**config.mk**
```make
export PLATFORM = sky130hd
export DESIGN_NAME = layer_normalization_top
export DESIGN_NICKNAME = d
export VERILOG_FILES = /design/src/design/lnorm_pkg.sv /design/src/design/lnorm_div.sv /design/src/design/lnorm_ctrl.sv /design/src/design/lnorm_dp.sv /design/src/design/layer_normalization_top.sv
export VERILOG_INCLUDE_DIRS = /design/src /design/src/design
export SDC_FILE = /design/constraint.sdc
export NUM_CORES = 2
export LEC_CHECK = 0
export ABC_CLOCK_PERIOD_IN_PS = 29600
export BUFFER_PORTS_ARGS = -buffer_cell sky130_fd_sc_hd__buf_2
export CAP_MARGIN = 25
export CORE_MARGIN = 5
export CORE_UTILIZATION = 35
export DETAILED_ROUTE_END_ITERATION = 6
export PLACE_DENSITY = 0.59
export SKIP_CTS_REPAIR_TIMING = 1
export SLEW_MARGIN = 10
export SYNTH_ARGS = -nofsm -noshare
export SYNTH_HDL_FRONTEND = slang
export SYNTH_SLANG_ARGS = --single-unit
```
**constraint.sdc**
```tcl
create_clock -name i_clk -period 29.6 [get_ports i_clk]
set_clock_uncertainty 0.1 [all_clocks]
set_input_delay 4.44 -clock i_clk [delete_from_list [all_inputs] [get_ports i_clk]]
set_output_delay 4.44 -clock i_clk [all_outputs]
set_load 0.1 [all_outputs]
```
**src/design/layer_normalization_top_assert.svh**
```systemverilog
// ----------------------------------------------------------------------------
// Layer normalization assertion macros
// Implication and next-cycle checks, clocked on i_clk, off during reset.
// ----------------------------------------------------------------------------
`ifndef LAYER_NORMALIZATION_TOP_ASSERT_SVH
`define LAYER_NORMALIZATION_TOP_ASSERT_SVH

// check a consequence in the same cycle
`define LNORM_ASSERT_IMP(lbl, ante, cons) \
    lbl: assert property (@(posedge i_clk) disable iff (!i_rst_n) (ante) |-> (cons)) \
        else $error("layer normalization check failed");

// check a consequence in the following cycle
`define LNORM_ASSERT_NEXT(lbl, ante, cons) \
    lbl: assert property (@(posedge i_clk) disable iff (!i_rst_n) (ante) |=> (cons)) \
        else $error("layer normalization check failed");

`endif

```
**src/design/lnorm_pkg.sv**
```systemverilog
// ----------------------------------------------------------------------------
// Layer normalization package
// Controller states, command and status groups, register codes and limits.
// ----------------------------------------------------------------------------
package lnorm_pkg;

    localparam int LEN_W      = 7;
    localparam int EPS_W      = 16;
    localparam int NORM_W     = 16;
    localparam int FRAC_SHIFT = 12;
    localparam int SRCH_BITS  = 16;
    localparam int CFG_IDX_W  = 2;

    localparam logic [CFG_IDX_W-1:0] CFG_LENGTH  = 2'd0;
    localparam logic [CFG_IDX_W-1:0] CFG_EPSILON = 2'd1;

    localparam logic [LEN_W-1:0]  LEN_RESET = 7'd64;
    localparam logic [EPS_W-1:0]  EPS_RESET = 16'd1;
    localparam logic [NORM_W-1:0] POS_LIM   = 16'd32767;
    localparam logic [NORM_W-1:0] NEG_LIM   = 16'd32768;

    typedef enum logic [3:0] {
        S_LOAD,
        S_MEAN_GO,
        S_MEAN_WAIT,
        S_VAR_RD,
        S_VAR_DIFF,
        S_VAR_SQ,
        S_VAR_ACC,
        S_VDIV_GO,
        S_VDIV_WAIT,
        S_OUT_RD,
        S_OUT_DIFF,
        S_OUT_SQ,
        S_OUT_SRCH,
        S_OUT_EMIT
    } t_state;

    typedef struct packed {
        logic load;
        logic div_start;
        logic div_var;
        logic take_mean;
        logic take_var;
        logic idx_clr;
        logic idx_inc;
        logic rd;
        logic diff;
        logic sq;
        logic acc;
        logic t2;
        logic srch;
        logic emit;
    } t_cmd;

    typedef struct packed {
        logic in_last;
        logic div_done;
        logic idx_last;
        logic srch_last;
        logic out_free;
    } t_sts;

endpackage

```
**src/design/lnorm_div.sv**
```systemverilog
// ----------------------------------------------------------------------------
// Layer normalization divider
// Restoring unsigned divider, one quotient bit per cycle.
// ----------------------------------------------------------------------------
module lnorm_div #(
    parameter int DW  = 39,
    parameter int DVW = 7
) (
    input  logic           i_clk,
    input  logic           i_rst_n,
    input  logic           i_start,
    input  logic [DW-1:0]  i_dividend,
    input  logic [DVW-1:0] i_divisor,
    output logic [DW-1:0]  o_quotient,
    output logic           o_rem_nz,
    output logic           o_done
);

    localparam int CW = $clog2(DW + 1);

    logic [DW-1:0]  r_q;
    logic [DVW-1:0] r_rem;
    logic [DVW-1:0] r_dvs;
    logic [CW-1:0]  r_cnt;
    logic           r_busy;
    logic           r_done;
    logic [DVW:0]   w_sh;
    logic [DVW:0]   w_sub;
    logic           w_ge;

    assign w_sh  = {r_rem, r_q[DW-1]};
    assign w_ge  = w_sh >= {1'b0, r_dvs};
    assign w_sub = w_sh - {1'b0, r_dvs};

    always_ff @(posedge i_clk) begin
        if (!i_rst_n) begin
            r_busy <= 1'b0;
            r_done <= 1'b0;
            r_cnt  <= '0;
        end else begin
            r_done <= 1'b0;
            if (i_start) begin
                r_busy <= 1'b1;
                r_cnt  <= CW'(DW);
            end else if (r_busy) begin
                r_cnt <= r_cnt - 1'b1;
                if (r_cnt == CW'(1)) begin
                    r_busy <= 1'b0;
                    r_done <= 1'b1;
                end
            end
        end
    end

    always_ff @(posedge i_clk) begin
        if (i_start) begin
            r_q   <= i_dividend;
            r_rem <= '0;
            r_dvs <= i_divisor;
        end else if (r_busy) begin
            r_q   <= {r_q[DW-2:0], w_ge};
            r_rem <= w_ge ? w_sub[DVW-1:0] : w_sh[DVW-1:0];
        end
    end

    assign o_quotient = r_q;
    assign o_rem_nz   = |r_rem;
    assign o_done     = r_done;

endmodule

```
**src/design/lnorm_ctrl.sv**
```systemverilog
// ----------------------------------------------------------------------------
// Layer normalization controller
// Sequences load, mean, variance and output passes over the sample store.
// ----------------------------------------------------------------------------
module lnorm_ctrl (
    input  logic              i_clk,
    input  logic              i_rst_n,
    input  logic              i_sample_valid,
    input  lnorm_pkg::t_sts   i_sts,
    output logic              o_sample_ready,
    output lnorm_pkg::t_cmd   o_cmd
);

    lnorm_pkg::t_state r_state;
    lnorm_pkg::t_state n_state;

    always_ff @(posedge i_clk) begin
        if (!i_rst_n) begin
            r_state <= lnorm_pkg::S_LOAD;
        end else begin
            r_state <= n_state;
        end
    end

    always_comb begin
        n_state = r_state;
        unique case (r_state)
            lnorm_pkg::S_LOAD: begin
                if (i_sample_valid && i_sts.in_last) n_state = lnorm_pkg::S_MEAN_GO;
            end
            lnorm_pkg::S_MEAN_GO:  n_state = lnorm_pkg::S_MEAN_WAIT;
            lnorm_pkg::S_MEAN_WAIT: begin
                if (i_sts.div_done) n_state = lnorm_pkg::S_VAR_RD;
            end
            lnorm_pkg::S_VAR_RD:   n_state = lnorm_pkg::S_VAR_DIFF;
            lnorm_pkg::S_VAR_DIFF: n_state = lnorm_pkg::S_VAR_SQ;
            lnorm_pkg::S_VAR_SQ:   n_state = lnorm_pkg::S_VAR_ACC;
            lnorm_pkg::S_VAR_ACC: begin
                n_state = i_sts.idx_last ? lnorm_pkg::S_VDIV_GO : lnorm_pkg::S_VAR_RD;
            end
            lnorm_pkg::S_VDIV_GO:  n_state = lnorm_pkg::S_VDIV_WAIT;
            lnorm_pkg::S_VDIV_WAIT: begin
                if (i_sts.div_done) n_state = lnorm_pkg::S_OUT_RD;
            end
            lnorm_pkg::S_OUT_RD:   n_state = lnorm_pkg::S_OUT_DIFF;
            lnorm_pkg::S_OUT_DIFF: n_state = lnorm_pkg::S_OUT_SQ;
            lnorm_pkg::S_OUT_SQ:   n_state = lnorm_pkg::S_OUT_SRCH;
            lnorm_pkg::S_OUT_SRCH: begin
                if (i_sts.srch_last) n_state = lnorm_pkg::S_OUT_EMIT;
            end
            lnorm_pkg::S_OUT_EMIT: begin
                if (i_sts.out_free) begin
                    n_state = i_sts.idx_last ? lnorm_pkg::S_LOAD : lnorm_pkg::S_OUT_RD;
                end
            end
            default: n_state = lnorm_pkg::S_LOAD;
        endcase
    end

    always_comb begin
        o_cmd          = '0;
        o_sample_ready = 1'b0;
        unique case (r_state)
            lnorm_pkg::S_LOAD: begin
                o_sample_ready = 1'b1;
                o_cmd.load     = i_sample_valid;
            end
            lnorm_pkg::S_MEAN_GO: o_cmd.div_start = 1'b1;
            lnorm_pkg::S_MEAN_WAIT: begin
                o_cmd.take_mean = i_sts.div_done;
                o_cmd.idx_clr   = i_sts.div_done;
            end
            lnorm_pkg::S_VAR_RD:   o_cmd.rd   = 1'b1;
            lnorm_pkg::S_VAR_DIFF: o_cmd.diff = 1'b1;
            lnorm_pkg::S_VAR_SQ:   o_cmd.sq   = 1'b1;
            lnorm_pkg::S_VAR_ACC: begin
                o_cmd.acc     = 1'b1;
                o_cmd.idx_inc = 1'b1;
            end
            lnorm_pkg::S_VDIV_GO: begin
                o_cmd.div_start = 1'b1;
                o_cmd.div_var   = 1'b1;
            end
            lnorm_pkg::S_VDIV_WAIT: begin
                o_cmd.take_var = i_sts.div_done;
                o_cmd.idx_clr  = i_sts.div_done;
            end
            lnorm_pkg::S_OUT_RD:   o_cmd.rd   = 1'b1;
            lnorm_pkg::S_OUT_DIFF: o_cmd.diff = 1'b1;
            lnorm_pkg::S_OUT_SQ:   o_cmd.t2   = 1'b1;
            lnorm_pkg::S_OUT_SRCH: o_cmd.srch = 1'b1;
            lnorm_pkg::S_OUT_EMIT: begin
                o_cmd.emit    = i_sts.out_free;
                o_cmd.idx_inc = i_sts.out_free;
            end
            default: o_cmd = '0;
        endcase
    end

endmodule

```
**src/design/lnorm_dp.sv**
```systemverilog
// ----------------------------------------------------------------------------
// Layer normalization datapath
// Sample store, sums, mean and variance registers, root search and output.
// ----------------------------------------------------------------------------
`include "layer_normalization_top_assert.svh"

module lnorm_dp #(
    parameter int MAX_LENGTH   = 64,
    parameter int SAMPLE_WIDTH = 16
) (
    input  logic                                 i_clk,
    input  logic                                 i_rst_n,
    input  logic [SAMPLE_WIDTH-1:0]              i_sample,
    input  logic                                 i_cfg_valid,
    input  logic [lnorm_pkg::CFG_IDX_W-1:0]      i_cfg_index,
    input  logic [lnorm_pkg::EPS_W-1:0]          i_cfg_data,
    input  logic                                 i_result_ready,
    input  lnorm_pkg::t_cmd                      i_cmd,
    output lnorm_pkg::t_sts                      o_sts,
    output logic                                 o_cfg_ready,
    output logic                                 o_result_valid,
    output logic [lnorm_pkg::NORM_W-1:0]         o_normalized,
    output logic                                 o_last_of_vector
);

    localparam int SW   = SAMPLE_WIDTH;
    localparam int CNTW = $clog2(MAX_LENGTH + 1);
    localparam int AW   = (MAX_LENGTH > 1) ? $clog2(MAX_LENGTH) : 1;
    localparam int SUMW = SW + CNTW;
    localparam int DW   = 2 * SW + CNTW;
    localparam int VW   = 2 * SW;
    localparam int SSW  = 2 * SW + 1;
    localparam int MW   = SW + lnorm_pkg::FRAC_SHIFT;
    localparam int TW   = 2 * MW;
    localparam int CW   = 2 * SW + 34;
    localparam int KW   = $clog2(lnorm_pkg::SRCH_BITS);
    localparam int NW   = lnorm_pkg::NORM_W;
    localparam logic [7:0] MAXL = 8'(MAX_LENGTH);

    logic [SW-1:0]              r_mem [MAX_LENGTH];
    logic [SW-1:0]              r_rdata;
    logic [lnorm_pkg::LEN_W-1:0] r_len;
    logic [lnorm_pkg::EPS_W-1:0] r_eps;
    logic [SUMW-1:0]            r_sum;
    logic [CNTW-1:0]            r_count;
    logic [AW-1:0]              r_idx;
    logic [SW-1:0]              r_mean;
    logic [DW-1:0]              r_ssd;
    logic [SSW-1:0]             r_s;
    logic [SW:0]                r_d;
    logic [VW-1:0]              r_sq;
    logic [TW-1:0]              r_t2;
    logic [CW-1:0]              r_p;
    logic [CW-1:0]              r_q;
    logic [NW-1:0]              r_m;
    logic [KW-1:0]              r_k;
    logic                       r_out_valid;
    logic [NW-1:0]              r_norm;
    logic                       r_last;

    logic [7:0]      w_len_eff;
    logic [7:0]      w_cnt_inc;
    logic            w_idx_last;
    logic            w_out_free;
    logic [SUMW-1:0] w_sum_neg;
    logic [SUMW-1:0] w_abs_sum;
    logic [DW-1:0]   w_dividend;
    logic [DW-1:0]   w_quot;
    logic            w_rem_nz;
    logic            w_div_done;
    logic [SW:0]     w_mq;
    logic [SW:0]     w_mq_neg;
    logic [SW:0]     w_dneg;
    logic [SW-1:0]   w_mag;
    logic            w_neg;
    logic [MW-1:0]   w_t;
    logic [4:0]      w_sh1;
    logic [4:0]      w_sh2;
    logic [CW-1:0]   w_s_ext;
    logic [CW-1:0]   w_cand;
    logic [NW-1:0]   w_lim;
    logic [NW-1:0]   w_res;
    logic [NW-1:0]   w_res_neg;

    assign w_len_eff = (r_len == '0) ? 8'd1 :
                       ({1'b0, r_len} > MAXL) ? MAXL : {1'b0, r_len};
    assign w_cnt_inc  = 8'(r_count) + 8'd1;
    assign w_idx_last = (8'(r_idx) + 8'd1) == 8'(r_count);
    assign w_out_free = !r_out_valid || i_result_ready;

    assign w_sum_neg  = -r_sum;
    assign w_abs_sum  = r_sum[SUMW-1] ? w_sum_neg : r_sum;
    assign w_dividend = i_cmd.div_var ? r_ssd : {{(DW-SUMW){1'b0}}, w_abs_sum};

    lnorm_div #(
        .DW  (DW),
        .DVW (CNTW)
    ) u_div (
        .i_clk      (i_clk),
        .i_rst_n    (i_rst_n),
        .i_start    (i_cmd.div_start),
        .i_dividend (w_dividend),
        .i_divisor  (r_count),
        .o_quotient (w_quot),
        .o_rem_nz   (w_rem_nz),
        .o_done     (w_div_done)
    );

    assign w_mq     = w_quot[SW:0] + {{SW{1'b0}}, w_rem_nz};
    assign w_mq_neg = -w_mq;

    assign w_dneg  = -r_d;
    assign w_neg   = r_d[SW];
    assign w_mag   = w_neg ? w_dneg[SW-1:0] : r_d[SW-1:0];
    assign w_t     = {w_mag, {lnorm_pkg::FRAC_SHIFT{1'b0}}};
    assign w_sh1   = {1'b0, r_k} + 5'd1;
    assign w_sh2   = {r_k, 1'b0};
    assign w_s_ext = {{(CW-SSW){1'b0}}, r_s};
    assign w_cand  = r_p + (r_q << w_sh1) + (w_s_ext << w_sh2);

    assign w_lim     = w_neg ? lnorm_pkg::NEG_LIM : lnorm_pkg::POS_LIM;
    assign w_res     = (w_mag == '0) ? '0 : ((r_m > w_lim) ? w_lim : r_m);
    assign w_res_neg = -w_res;

    always_ff @(posedge i_clk) begin
        if (!i_rst_n) begin
            r_len       <= lnorm_pkg::LEN_RESET;
            r_eps       <= lnorm_pkg::EPS_RESET;
            r_sum       <= '0;
            r_count     <= '0;
            r_ssd       <= '0;
            r_idx       <= '0;
            r_out_valid <= 1'b0;
        end else begin
            if (i_cfg_valid) begin
                case (i_cfg_index)
                    lnorm_pkg::CFG_LENGTH:  r_len <= i_cfg_data[lnorm_pkg::LEN_W-1:0];
                    lnorm_pkg::CFG_EPSILON: r_eps <= i_cfg_data;
                    default: ;
                endcase
            end
            if (i_cmd.load) begin
                r_sum   <= r_sum + {{CNTW{i_sample[SW-1]}}, i_sample};
                r_count <= r_count + 1'b1;
            end
            if (i_cmd.take_mean) begin
                r_sum <= '0;
                r_ssd <= '0;
            end
            if (i_cmd.acc) begin
                r_ssd <= r_ssd + {{CNTW{1'b0}}, r_sq};
            end
            if (i_cmd.idx_clr) begin
                r_idx <= '0;
            end else if (i_cmd.idx_inc) begin
                r_idx <= r_idx + 1'b1;
            end
            if (i_cmd.emit) begin
                r_out_valid <= 1'b1;
                if (w_idx_last) r_count <= '0;
            end else if (i_result_ready) begin
                r_out_valid <= 1'b0;
            end
        end
    end

    always_ff @(posedge i_clk) begin
        if (i_cmd.load) begin
            r_mem[r_count[AW-1:0]] <= i_sample;
        end
        if (i_cmd.rd) begin
            r_rdata <= r_mem[r_idx];
        end
    end

    always_ff @(posedge i_clk) begin
        if (i_cmd.take_mean) begin
            r_mean <= r_sum[SUMW-1] ? w_mq_neg[SW-1:0] : w_quot[SW-1:0];
        end
        if (i_cmd.take_var) begin
            r_s <= {1'b0, w_quot[VW-1:0]} + {{(SSW-lnorm_pkg::EPS_W){1'b0}}, r_eps};
        end
        if (i_cmd.diff) begin
            r_d <= {r_rdata[SW-1], r_rdata} - {r_mean[SW-1], r_mean};
        end
        if (i_cmd.sq) begin
            r_sq <= VW'(w_mag) * VW'(w_mag);
        end
        if (i_cmd.t2) begin
            r_t2 <= TW'(w_t) * TW'(w_t);
            r_p  <= '0;
            r_q  <= '0;
            r_m  <= '0;
            r_k  <= KW'(lnorm_pkg::SRCH_BITS - 1);
        end
        if (i_cmd.srch) begin
            r_k <= r_k - 1'b1;
            if (w_cand <= CW'(r_t2)) begin
                r_p      <= w_cand;
                r_q      <= r_q + (w_s_ext << r_k);
                r_m[r_k] <= 1'b1;
            end
        end
        if (i_cmd.emit) begin
            r_norm <= w_neg ? w_res_neg : w_res;
            r_last <= w_idx_last;
        end
    end

    assign o_sts.in_last   = w_cnt_inc >= w_len_eff;
    assign o_sts.div_done  = w_div_done;
    assign o_sts.idx_last  = w_idx_last;
    assign o_sts.srch_last = r_k == '0;
    assign o_sts.out_free  = w_out_free;

    assign o_cfg_ready      = 1'b1;
    assign o_result_valid   = r_out_valid;
    assign o_normalized     = r_norm;
    assign o_last_of_vector = r_last;

    `LNORM_ASSERT_IMP(a_emit_free, i_cmd.emit, w_out_free)
    `LNORM_ASSERT_NEXT(a_count_clear, i_cmd.emit && w_idx_last, r_count == '0)
    `LNORM_ASSERT_IMP(a_rd_range, i_cmd.rd, 8'(r_idx) < 8'(r_count))
    `LNORM_ASSERT_IMP(a_count_max, i_cmd.load, 8'(r_count) < MAXL)

endmodule

```
**src/design/layer_normalization_top.sv**
```systemverilog
// ----------------------------------------------------------------------------
// Layer normalization top level
// Normalizes one vector of signed Q8.8 samples to saturated Q4.12 values.
// ----------------------------------------------------------------------------
// Samples enter on the sample channel, one request a cycle while loading.
// After the last sample of a vector (vector_length, 0 acts as 1) input stalls
// while the block computes the mean with a bit-serial divider, runs a
// variance pass (store read, difference, square, accumulate per sample),
// divides again for the variance, then emits each sample in order. Each
// result takes a store read, difference, square, a 16-step root search that
// sets the rate, and an emit. last_of_vector marks the final result. The
// result sits in an output register; a stalled receiver holds it and the
// block waits before the next one. The config channel is always ready:
// index 0 sets vector_length, index 1 sets epsilon. Reset clears sums and
// counts and restores vector_length 64 and epsilon 1.
// ----------------------------------------------------------------------------
module layer_normalization_top #(
    parameter int MAX_LENGTH   = 64,
    parameter int SAMPLE_WIDTH = 16
) (
    input  logic                            i_clk,
    input  logic                            i_rst_n,
    input  logic                            i_sample_valid,
    output logic                            o_sample_ready,
    input  logic [SAMPLE_WIDTH-1:0]         i_sample,
    input  logic                            i_cfg_valid,
    output logic                            o_cfg_ready,
    input  logic [lnorm_pkg::CFG_IDX_W-1:0] i_cfg_index,
    input  logic [lnorm_pkg::EPS_W-1:0]     i_cfg_data,
    output logic                            o_result_valid,
    input  logic                            i_result_ready,
    output logic [lnorm_pkg::NORM_W-1:0]    o_normalized,
    output logic                            o_last_of_vector
);

    lnorm_pkg::t_cmd w_cmd;
    lnorm_pkg::t_sts w_sts;

    lnorm_ctrl u_ctrl (
        .i_clk          (i_clk),
        .i_rst_n        (i_rst_n),
        .i_sample_valid (i_sample_valid),
        .i_sts          (w_sts),
        .o_sample_ready (o_sample_ready),
        .o_cmd          (w_cmd)
    );

    lnorm_dp #(
        .MAX_LENGTH   (MAX_LENGTH),
        .SAMPLE_WIDTH (SAMPLE_WIDTH)
    ) u_dp (
        .i_clk            (i_clk),
        .i_rst_n          (i_rst_n),
        .i_sample         (i_sample),
        .i_cfg_valid      (i_cfg_valid),
        .i_cfg_index      (i_cfg_index),
        .i_cfg_data       (i_cfg_data),
        .i_result_ready   (i_result_ready),
        .i_cmd            (w_cmd),
        .o_sts            (w_sts),
        .o_cfg_ready      (o_cfg_ready),
        .o_result_valid   (o_result_valid),
        .o_normalized     (o_normalized),
        .o_last_of_vector (o_last_of_vector)
    );

endmodule
```
### After elaboration in Yosys (flattened, before gate mapping)

Memories as Yosys holds them, arrays and structs flattened. A register that Yosys moved wholly into a read port is not among the register bits.
Index checks and enable logic that the tools add are counted.
W data, S select, Z words.

* $add $sub $neg: 20
* multiply operators: 2
* $lt $le $gt $ge: 7
* equality and inequality tests: 21
* shifts and indexed selects: 3
* muxes and demuxes: 64
* bitwise logic cells: 3
* reductions and logical operators: 25

Operators by type and width (number)
* $mux W66: 6
* $add A66 B66 Y66: 3
* $mux W39: 5
* $mux W16: 9
* $le A66 B56 Y1: 1
* $shl A33 B4 Y66: 1
* $shl A33 B5 Y66: 1
* $shl A66 B5 Y66: 1
* $mul A16 B16 Y32: 2
* $pmux W4 S14: 1
* $neg A16 Y16: 3
* $add A39 B32 Y39: 1
* $mux W7: 5
* $add A32 B16 Y33: 1
* $mux W4: 8
* $eq A4 B4 Y1 const B: 6
* $add A23 B23 Y23: 1
* $mux W1: 23
* $mux W23: 1
* $neg A23 Y23: 1
* $sub A16 B16 Y17: 1
* $add A16 B1 Y16: 1
* $eq A4 B3 Y1 const B: 4
* $gt A16 B16 Y1: 1
* 39 further kinds: 58

* register bits after elaboration: 463
* bits in writable memories: 1024
* memories: 1

Memories
* u_dp.r_mem: words 64, width 16, rd ports 1, clocked after memory_dff 1, write ports 1, line lnorm_dp.sv:40 `logic [SW-1:0] r_mem [MAX_LENGTH];`

### Logic depth before layout (Yosys ltp)

* depth after elaboration: 7
* gate-level depth with buffers: 47

### Hierarchy

From an unflattened synthesis, not the netlist that was laid out.

* cells, all modules: 7102
* area total of the unflattened synthesis: 86563.0 um2

By module, submodules not included
* lnorm_dp: instances 1, cells each 6808, area an instance 83119.7 um2, seq. area each 40649.0 um2
* lnorm_div: instances 1, cells each 235, area an instance 3036.7 um2, seq. area each 1681.6 um2
* lnorm_ctrl: instances 1, cells each 59, area an instance 406.6 um2, seq. area each 80.1 um2

### Least setup slack after synthesis

Ideal clock, no wire load.

* path type: register -> register
* from: register u_dp.r_k[0]
* to: register u_dp.r_p[32]
* setup time: 0.123 ns
* arrival: 10.413 ns
* slack: 18.964 ns
* cell stages (with the launch flop): 43
* cells stage by stage: edfxtp_1 -> buf_1 -> buf_1 -> inv_1 -> buf_1 -> buf_1 -> ha_1 -> clkbuf_1 -> clkbuf_1 -> clkbuf_1 -> clkbuf_1 -> a21oi_1 -> a21oi_1 -> nand2_1 -> o21ai_0 -> nor2_1 -> fa_1 -> ha_1 -> [7 not listed] -> a21oi_1 -> o21ai_0 -> xor2_1 -> ha_1 -> nand2_1 -> nor4_1 -> nand4_1 -> a2111oi_0 -> nand4_1 -> a2111oi_0 -> nand4_1 -> or4_1 -> a2111o_1 -> and4bb_1 -> buf_4 -> nand3_2 -> buf_4 -> mux2_1

* word-level cells in the longest chain between the ends: 7
* elaborated cells between the ends (all ways): 8
* those cells by class: add/sub (3); order compare (1); shift (2); mux (2)

RTL lines
* from (decl): line lnorm_dp.sv:56 `logic [KW-1:0] r_k;`
* from (signal assigned): line lnorm_dp.sv:194 `r_k <= KW'(lnorm_pkg::SRCH_BITS - 1);`
* from (signal assigned): line lnorm_dp.sv:197 `r_k <= r_k - 1'b1;`
* $add A4 B1 Y5 (*): line lnorm_dp.sv:116 `assign w_sh1 = {1'b0, r_k} + 5'd1;`
* named net u_dp.w_sh1[0]: line lnorm_dp.sv:77 `logic [4:0] w_sh1;`
* $shl A66 B5 Y66 (*): line lnorm_dp.sv:119 `assign w_cand = r_p + (r_q << w_sh1) + (w_s_ext << w_sh2);`
* $add A66 B66 Y66 (*) (2 in series): line lnorm_dp.sv:119
* $le A66 B56 Y1: line lnorm_dp.sv:198 `if (w_cand <= CW'(r_t2)) begin`
* $mux W66 (*): line lnorm_dp.sv:198
* $mux W66 (*): line lnorm_dp.sv:196 `if (i_cmd.srch) begin`
* to (signal assigned): line lnorm_dp.sv:199 `r_p <= w_cand;`
* to (decl): line lnorm_dp.sv:53 `logic [CW-1:0] r_p;`

The timed path passes the listed nets; every way through them passes the cells marked *.
A chain may end at the register's enable or synchronous reset.

### Worst setup path in the final report

* from: register u_dp.r_k[1]
* to: register u_dp.r_q[37]

* word-level cells in the longest chain between the ends: 7
* elaborated cells between the ends (all ways): 10
* those cells by class: add/sub (4); order compare (1); shift (3); mux (2)

RTL lines
* $add A4 B1 Y5: line lnorm_dp.sv:116
* $shl A66 B5 Y66: line lnorm_dp.sv:119
* $add A66 B66 Y66 (2 in series): line lnorm_dp.sv:119
* $le A66 B56 Y1: line lnorm_dp.sv:198
* $mux W66 (*): line lnorm_dp.sv:198
* $mux W66 (*): line lnorm_dp.sv:196
* to (signal assigned): line lnorm_dp.sv:200 `r_q <= r_q + (w_s_ext << r_k);`
* to (decl): line lnorm_dp.sv:54 `logic [CW-1:0] r_q;`

Mark *: on every way between the ends. The rest lies on a longest branch, timed or not.

==> impl_metrics.yaml <==
outcome:
  status: "finished with violations"
  violations: "design-rule violations"
route:
  routed-via-count: 60930
  drc_errors: 2
  wire_per_inst_um: 22.71
  drt_iter0_drc: 5280
  postRouteAntennaNets: 0
  firstDrtPassIters: 7
  vias_per_cell: 5.441
  wirelength_mm: 254.3
synthesis:
  ys.warnings.count: 0
  synth.distinct_cells: 93
  synth-edff-count: 1235
  synth-async-reset-ratio_pct: 0
  synth_fp_nets: 8396
  netlist_area_mm2: 0.08680
  seq_area_frac_synth_pct: 48.86
  ys.flop_type: "edfxtp_1"
  synth_seq_cells: 1501
  avgSynthCellArea_um2: 11.21
  synth_cells: 7740
grt:
  grt_max_degree: 168
  grt_pass1_wl_mm: 380.4
  first_global_vias: 59560
  track_usage_pct: 19.16
  antenna_found_initial: 16
  grt-ovfl-total: 0
final_layout:
  regArea_mm2: 0.04242
  synthToLayoutAreaGrowth_pct: 11.50
  fin_nets: 8400
  instances_no_fill: 11200
  multi_input_area_mm2: 0.04107
  fillCellCount: 23490
  drive_gt1_share_pct: 10.30
clock_tree:
  path_clk_slew_ps: 60
  cts_tree: "yes"
  cts-buffers-inserted: 168
  insertion_delay_ps: 870
  cts_max_level: 4
  cts_buffer_depth: 3
  clock-root-buffer: "clkbuf_16"
  clock_sinks: 1501
sta:
  whs_ps: 363.5
  min_period_ps: 13930
  worst_slew_pin_slew_ps: 1185
  tns_ps: 0
  setup_ws_ps: 15670
  hold_violations: 0
  setup_viol: 0
  slew_viol_final: 0
  maxSlewHeadroom_pct: 20.55
  rsz0062_at_grt: "no"
  post-route-period-util_pct: 47.05
  fmax_mhz: 71.81
setup_path:
  cpMaxStageDelayCell: "nor3_4"
  critical_path_required_ps: 30220
  arrival_ps: 14550
  cp-start-kind: "register"
  r2r_slack_ps: 15670
  cp_slowest_stage_delay_ps: 820
  worst_setup_path_end_kind: "register"
  path_max_fanout: 100
  crit_type: "register to register"
power_and_ir_drop:
  p_leak_nw: 35.57
  power_mw: 7.924
  ir_worst_vdd_mv: 0.2357
  p_per_area_mw_per_mm2: 81.88
floorplan:
  core-area_mm2: 0.2464
  fp-row-count: 182
  io_pins: 59
  fp.dieArea_mm2: 0.2580
  floorplan.initialDensity_pct: 35.23
  die_x_um: 508.0
  dieHeight_um: 508.0
placement:
  gp_congestion: 0.9407
  port_buffers: 57
  dp_hpwl_mm: 181.3
  place_ws_ps: 15960
  placed_cells: 10880
flow_run:
  cap_violations: 0
hold_path:
  hold_path_class: "register to register"
==> final timing paths <==
check,from,to,cells after the start
max,u_dp.r_k[1],u_dp.r_q[37],38
min,u_dp.r_eps[6],u_dp.r_eps[6],2
max reg2reg,u_dp.r_k[1],u_dp.r_q[37],38
min reg2reg,u_dp.r_eps[6],u_dp.r_eps[6],2
==> per-stage QoR <==
step,utilization [%],area [µm²]
final,39.28,96780
after detailed placement,36.98,91120
after CTS,39.25,96710
after global routing,39.28,96770
after floorplan,-,86800
after global placement,36.96,91080
==> metal layers <==
layer / global-route usage [%] / vias up / part of all wire (%)
met5: 0 / - / 0.0051
met4: 6.590 / 2 / 3.7
met3: 2.627 / 389 / 5.5
met2: 32.17 / 1833 / 48
met1: 25.48 / 30340 / 43
li1: - / 28370 / -
==> cell families (layout without fill, tap and decap cells) <==
group	after synthesis	count (layout)	share of synthesized area, %
AND/OR/NAND/NOR	2001	2001	10.37
XOR/XNOR	281	281	2.844
other	1	3	0.004320
AO/OA/AOI/OAI	1736	1736	12.28
flip-flops	1501	1501	48.86
buffers and inverters	899	1044	3.987
multiplexers	704	704	10.74
adder cells (fa/ha/maj)	617	617	10.91
==> state kept, by name (all words and copies together), names as in the netlist, 4 cells and up <==
name / count
u_dp.u_div.r_cnt: 6
u_dp.u_div.r_rem: 7
u_dp.r_p: 66
u_dp.r_sq: 31
u_dp.r_mem: 1024
u_dp.r_t2: 31
u_dp.u_div.r_dvs: 7
u_ctrl.r_state: 4
u_dp.u_div.o_quotient: 39
u_dp.r_idx: 6
u_dp.r_mean: 16
u_dp.r_s: 33
u_dp.r_rdata: 16
u_dp.r_eps: 16
u_dp.r_count: 7
u_dp.r_ssd: 39
u_dp.r_k: 4
u_dp.r_sum: 23
u_dp.r_m: 16
u_dp.r_q: 66
u_dp.r_d: 17
u_dp.r_len: 7
u_dp.o_normalized: 16
==> power breakdown <==
group	leakage [nW]	internal [mW]	switching [mW]	total (mW)
clock	2.69	1.18	0.910	2.09
sequential	13.3	2.63	0.0955	2.72
combinational	19.6	1.11	2.01	3.11
==> layout make-up <==
cell class                      instances  area share [%]
Inverter                              500           1.939
Multi-Input combinational cell       5340           42.44
Sequential cell                      1501           43.84
Clock inverter                        100           1.184
Tap cell                             3312           4.282
Timing Repair Buffer                  233           1.722
Clock buffer                          211           4.594
Antenna cell                            2        0.005172
==> cells in the mapped netlist (all sizes together) (14+ instances only) <==
library cell | n | area (µm²)
a211oi | 62 | 465.5
a21boi | 25 | 187.7
a21o | 119 | 893.4
a21oi | 546 | 2733
a22o | 14 | 122.6
a22oi | 15 | 112.6
a31oi | 41 | 271.5
and2 | 55 | 344.1
and3 | 44 | 275.3
buf | 89 | 420.4
clkbuf | 310 | 1164
dfxtp | 266 | 5325
edfxtp | 1235 | 37090
fa | 233 | 4664
ha | 384 | 4805
inv | 490 | 1839
mux2 | 111 | 1250
mux2i | 422 | 4224
mux4 | 171 | 3851
nand2 | 761 | 2856
nand2b | 56 | 350.3
nand3 | 156 | 785.8
nand4 | 71 | 444.2
nor2 | 575 | 2158
nor2b | 59 | 369.1
nor3 | 86 | 446.7
nor4 | 20 | 125.1
o211ai | 45 | 337.8
o21a | 45 | 337.8
o21ai | 479 | 2401
o21bai | 34 | 255.2
o221ai | 67 | 586.8
o22ai | 86 | 538.0
o31ai | 28 | 210.2
or2 | 26 | 162.7
or3 | 42 | 262.8
xnor2 | 159 | 1393
xor2 | 122 | 1076
==> worst max-delay path: cells and delay by family (launching register included) <==
family | cells | cell delay [ps]
adder cells (fa/ha/maj) | 4 | 1540
multiplexers | 1 | 280
AND/OR/NAND/NOR | 12 | 3780
AO/OA/AOI/OAI | 14 | 4610
flip-flops | 1 | 370
XOR/XNOR | 1 | 190
buffers and inverters | 6 | 2750
==> placed cells by master, fill, tap and decap left out, types with 28 or more instances in the layout <==
cell,n
mux2i_1,422
nor3_1,80
dfxtp_1,262
a21oi_1,546
buf_2,59
o22ai_1,86
o211ai_1,45
inv_1,484
buf_4,168
or3_1,42
xnor2_1,156
nand2b_1,55
o221ai_1,67
clkbuf_1,35
and2_1,54
xor2_1,120
o21a_1,45
ha_1,383
nor2_1,569
clkbuf_16,168
o31ai_1,28
fa_1,233
nand4_1,71
and3_1,43
a21o_1,119
mux2_1,29
o21bai_1,34
mux2_2,82
a211oi_1,62
mux4_2,171
nor2b_1,58
clkinv_1,43
a31oi_1,40
o21ai_0,451
nand3_1,153
edfxtp_1,1235
nand2_1,759
(Power assumes the default switching activity.)
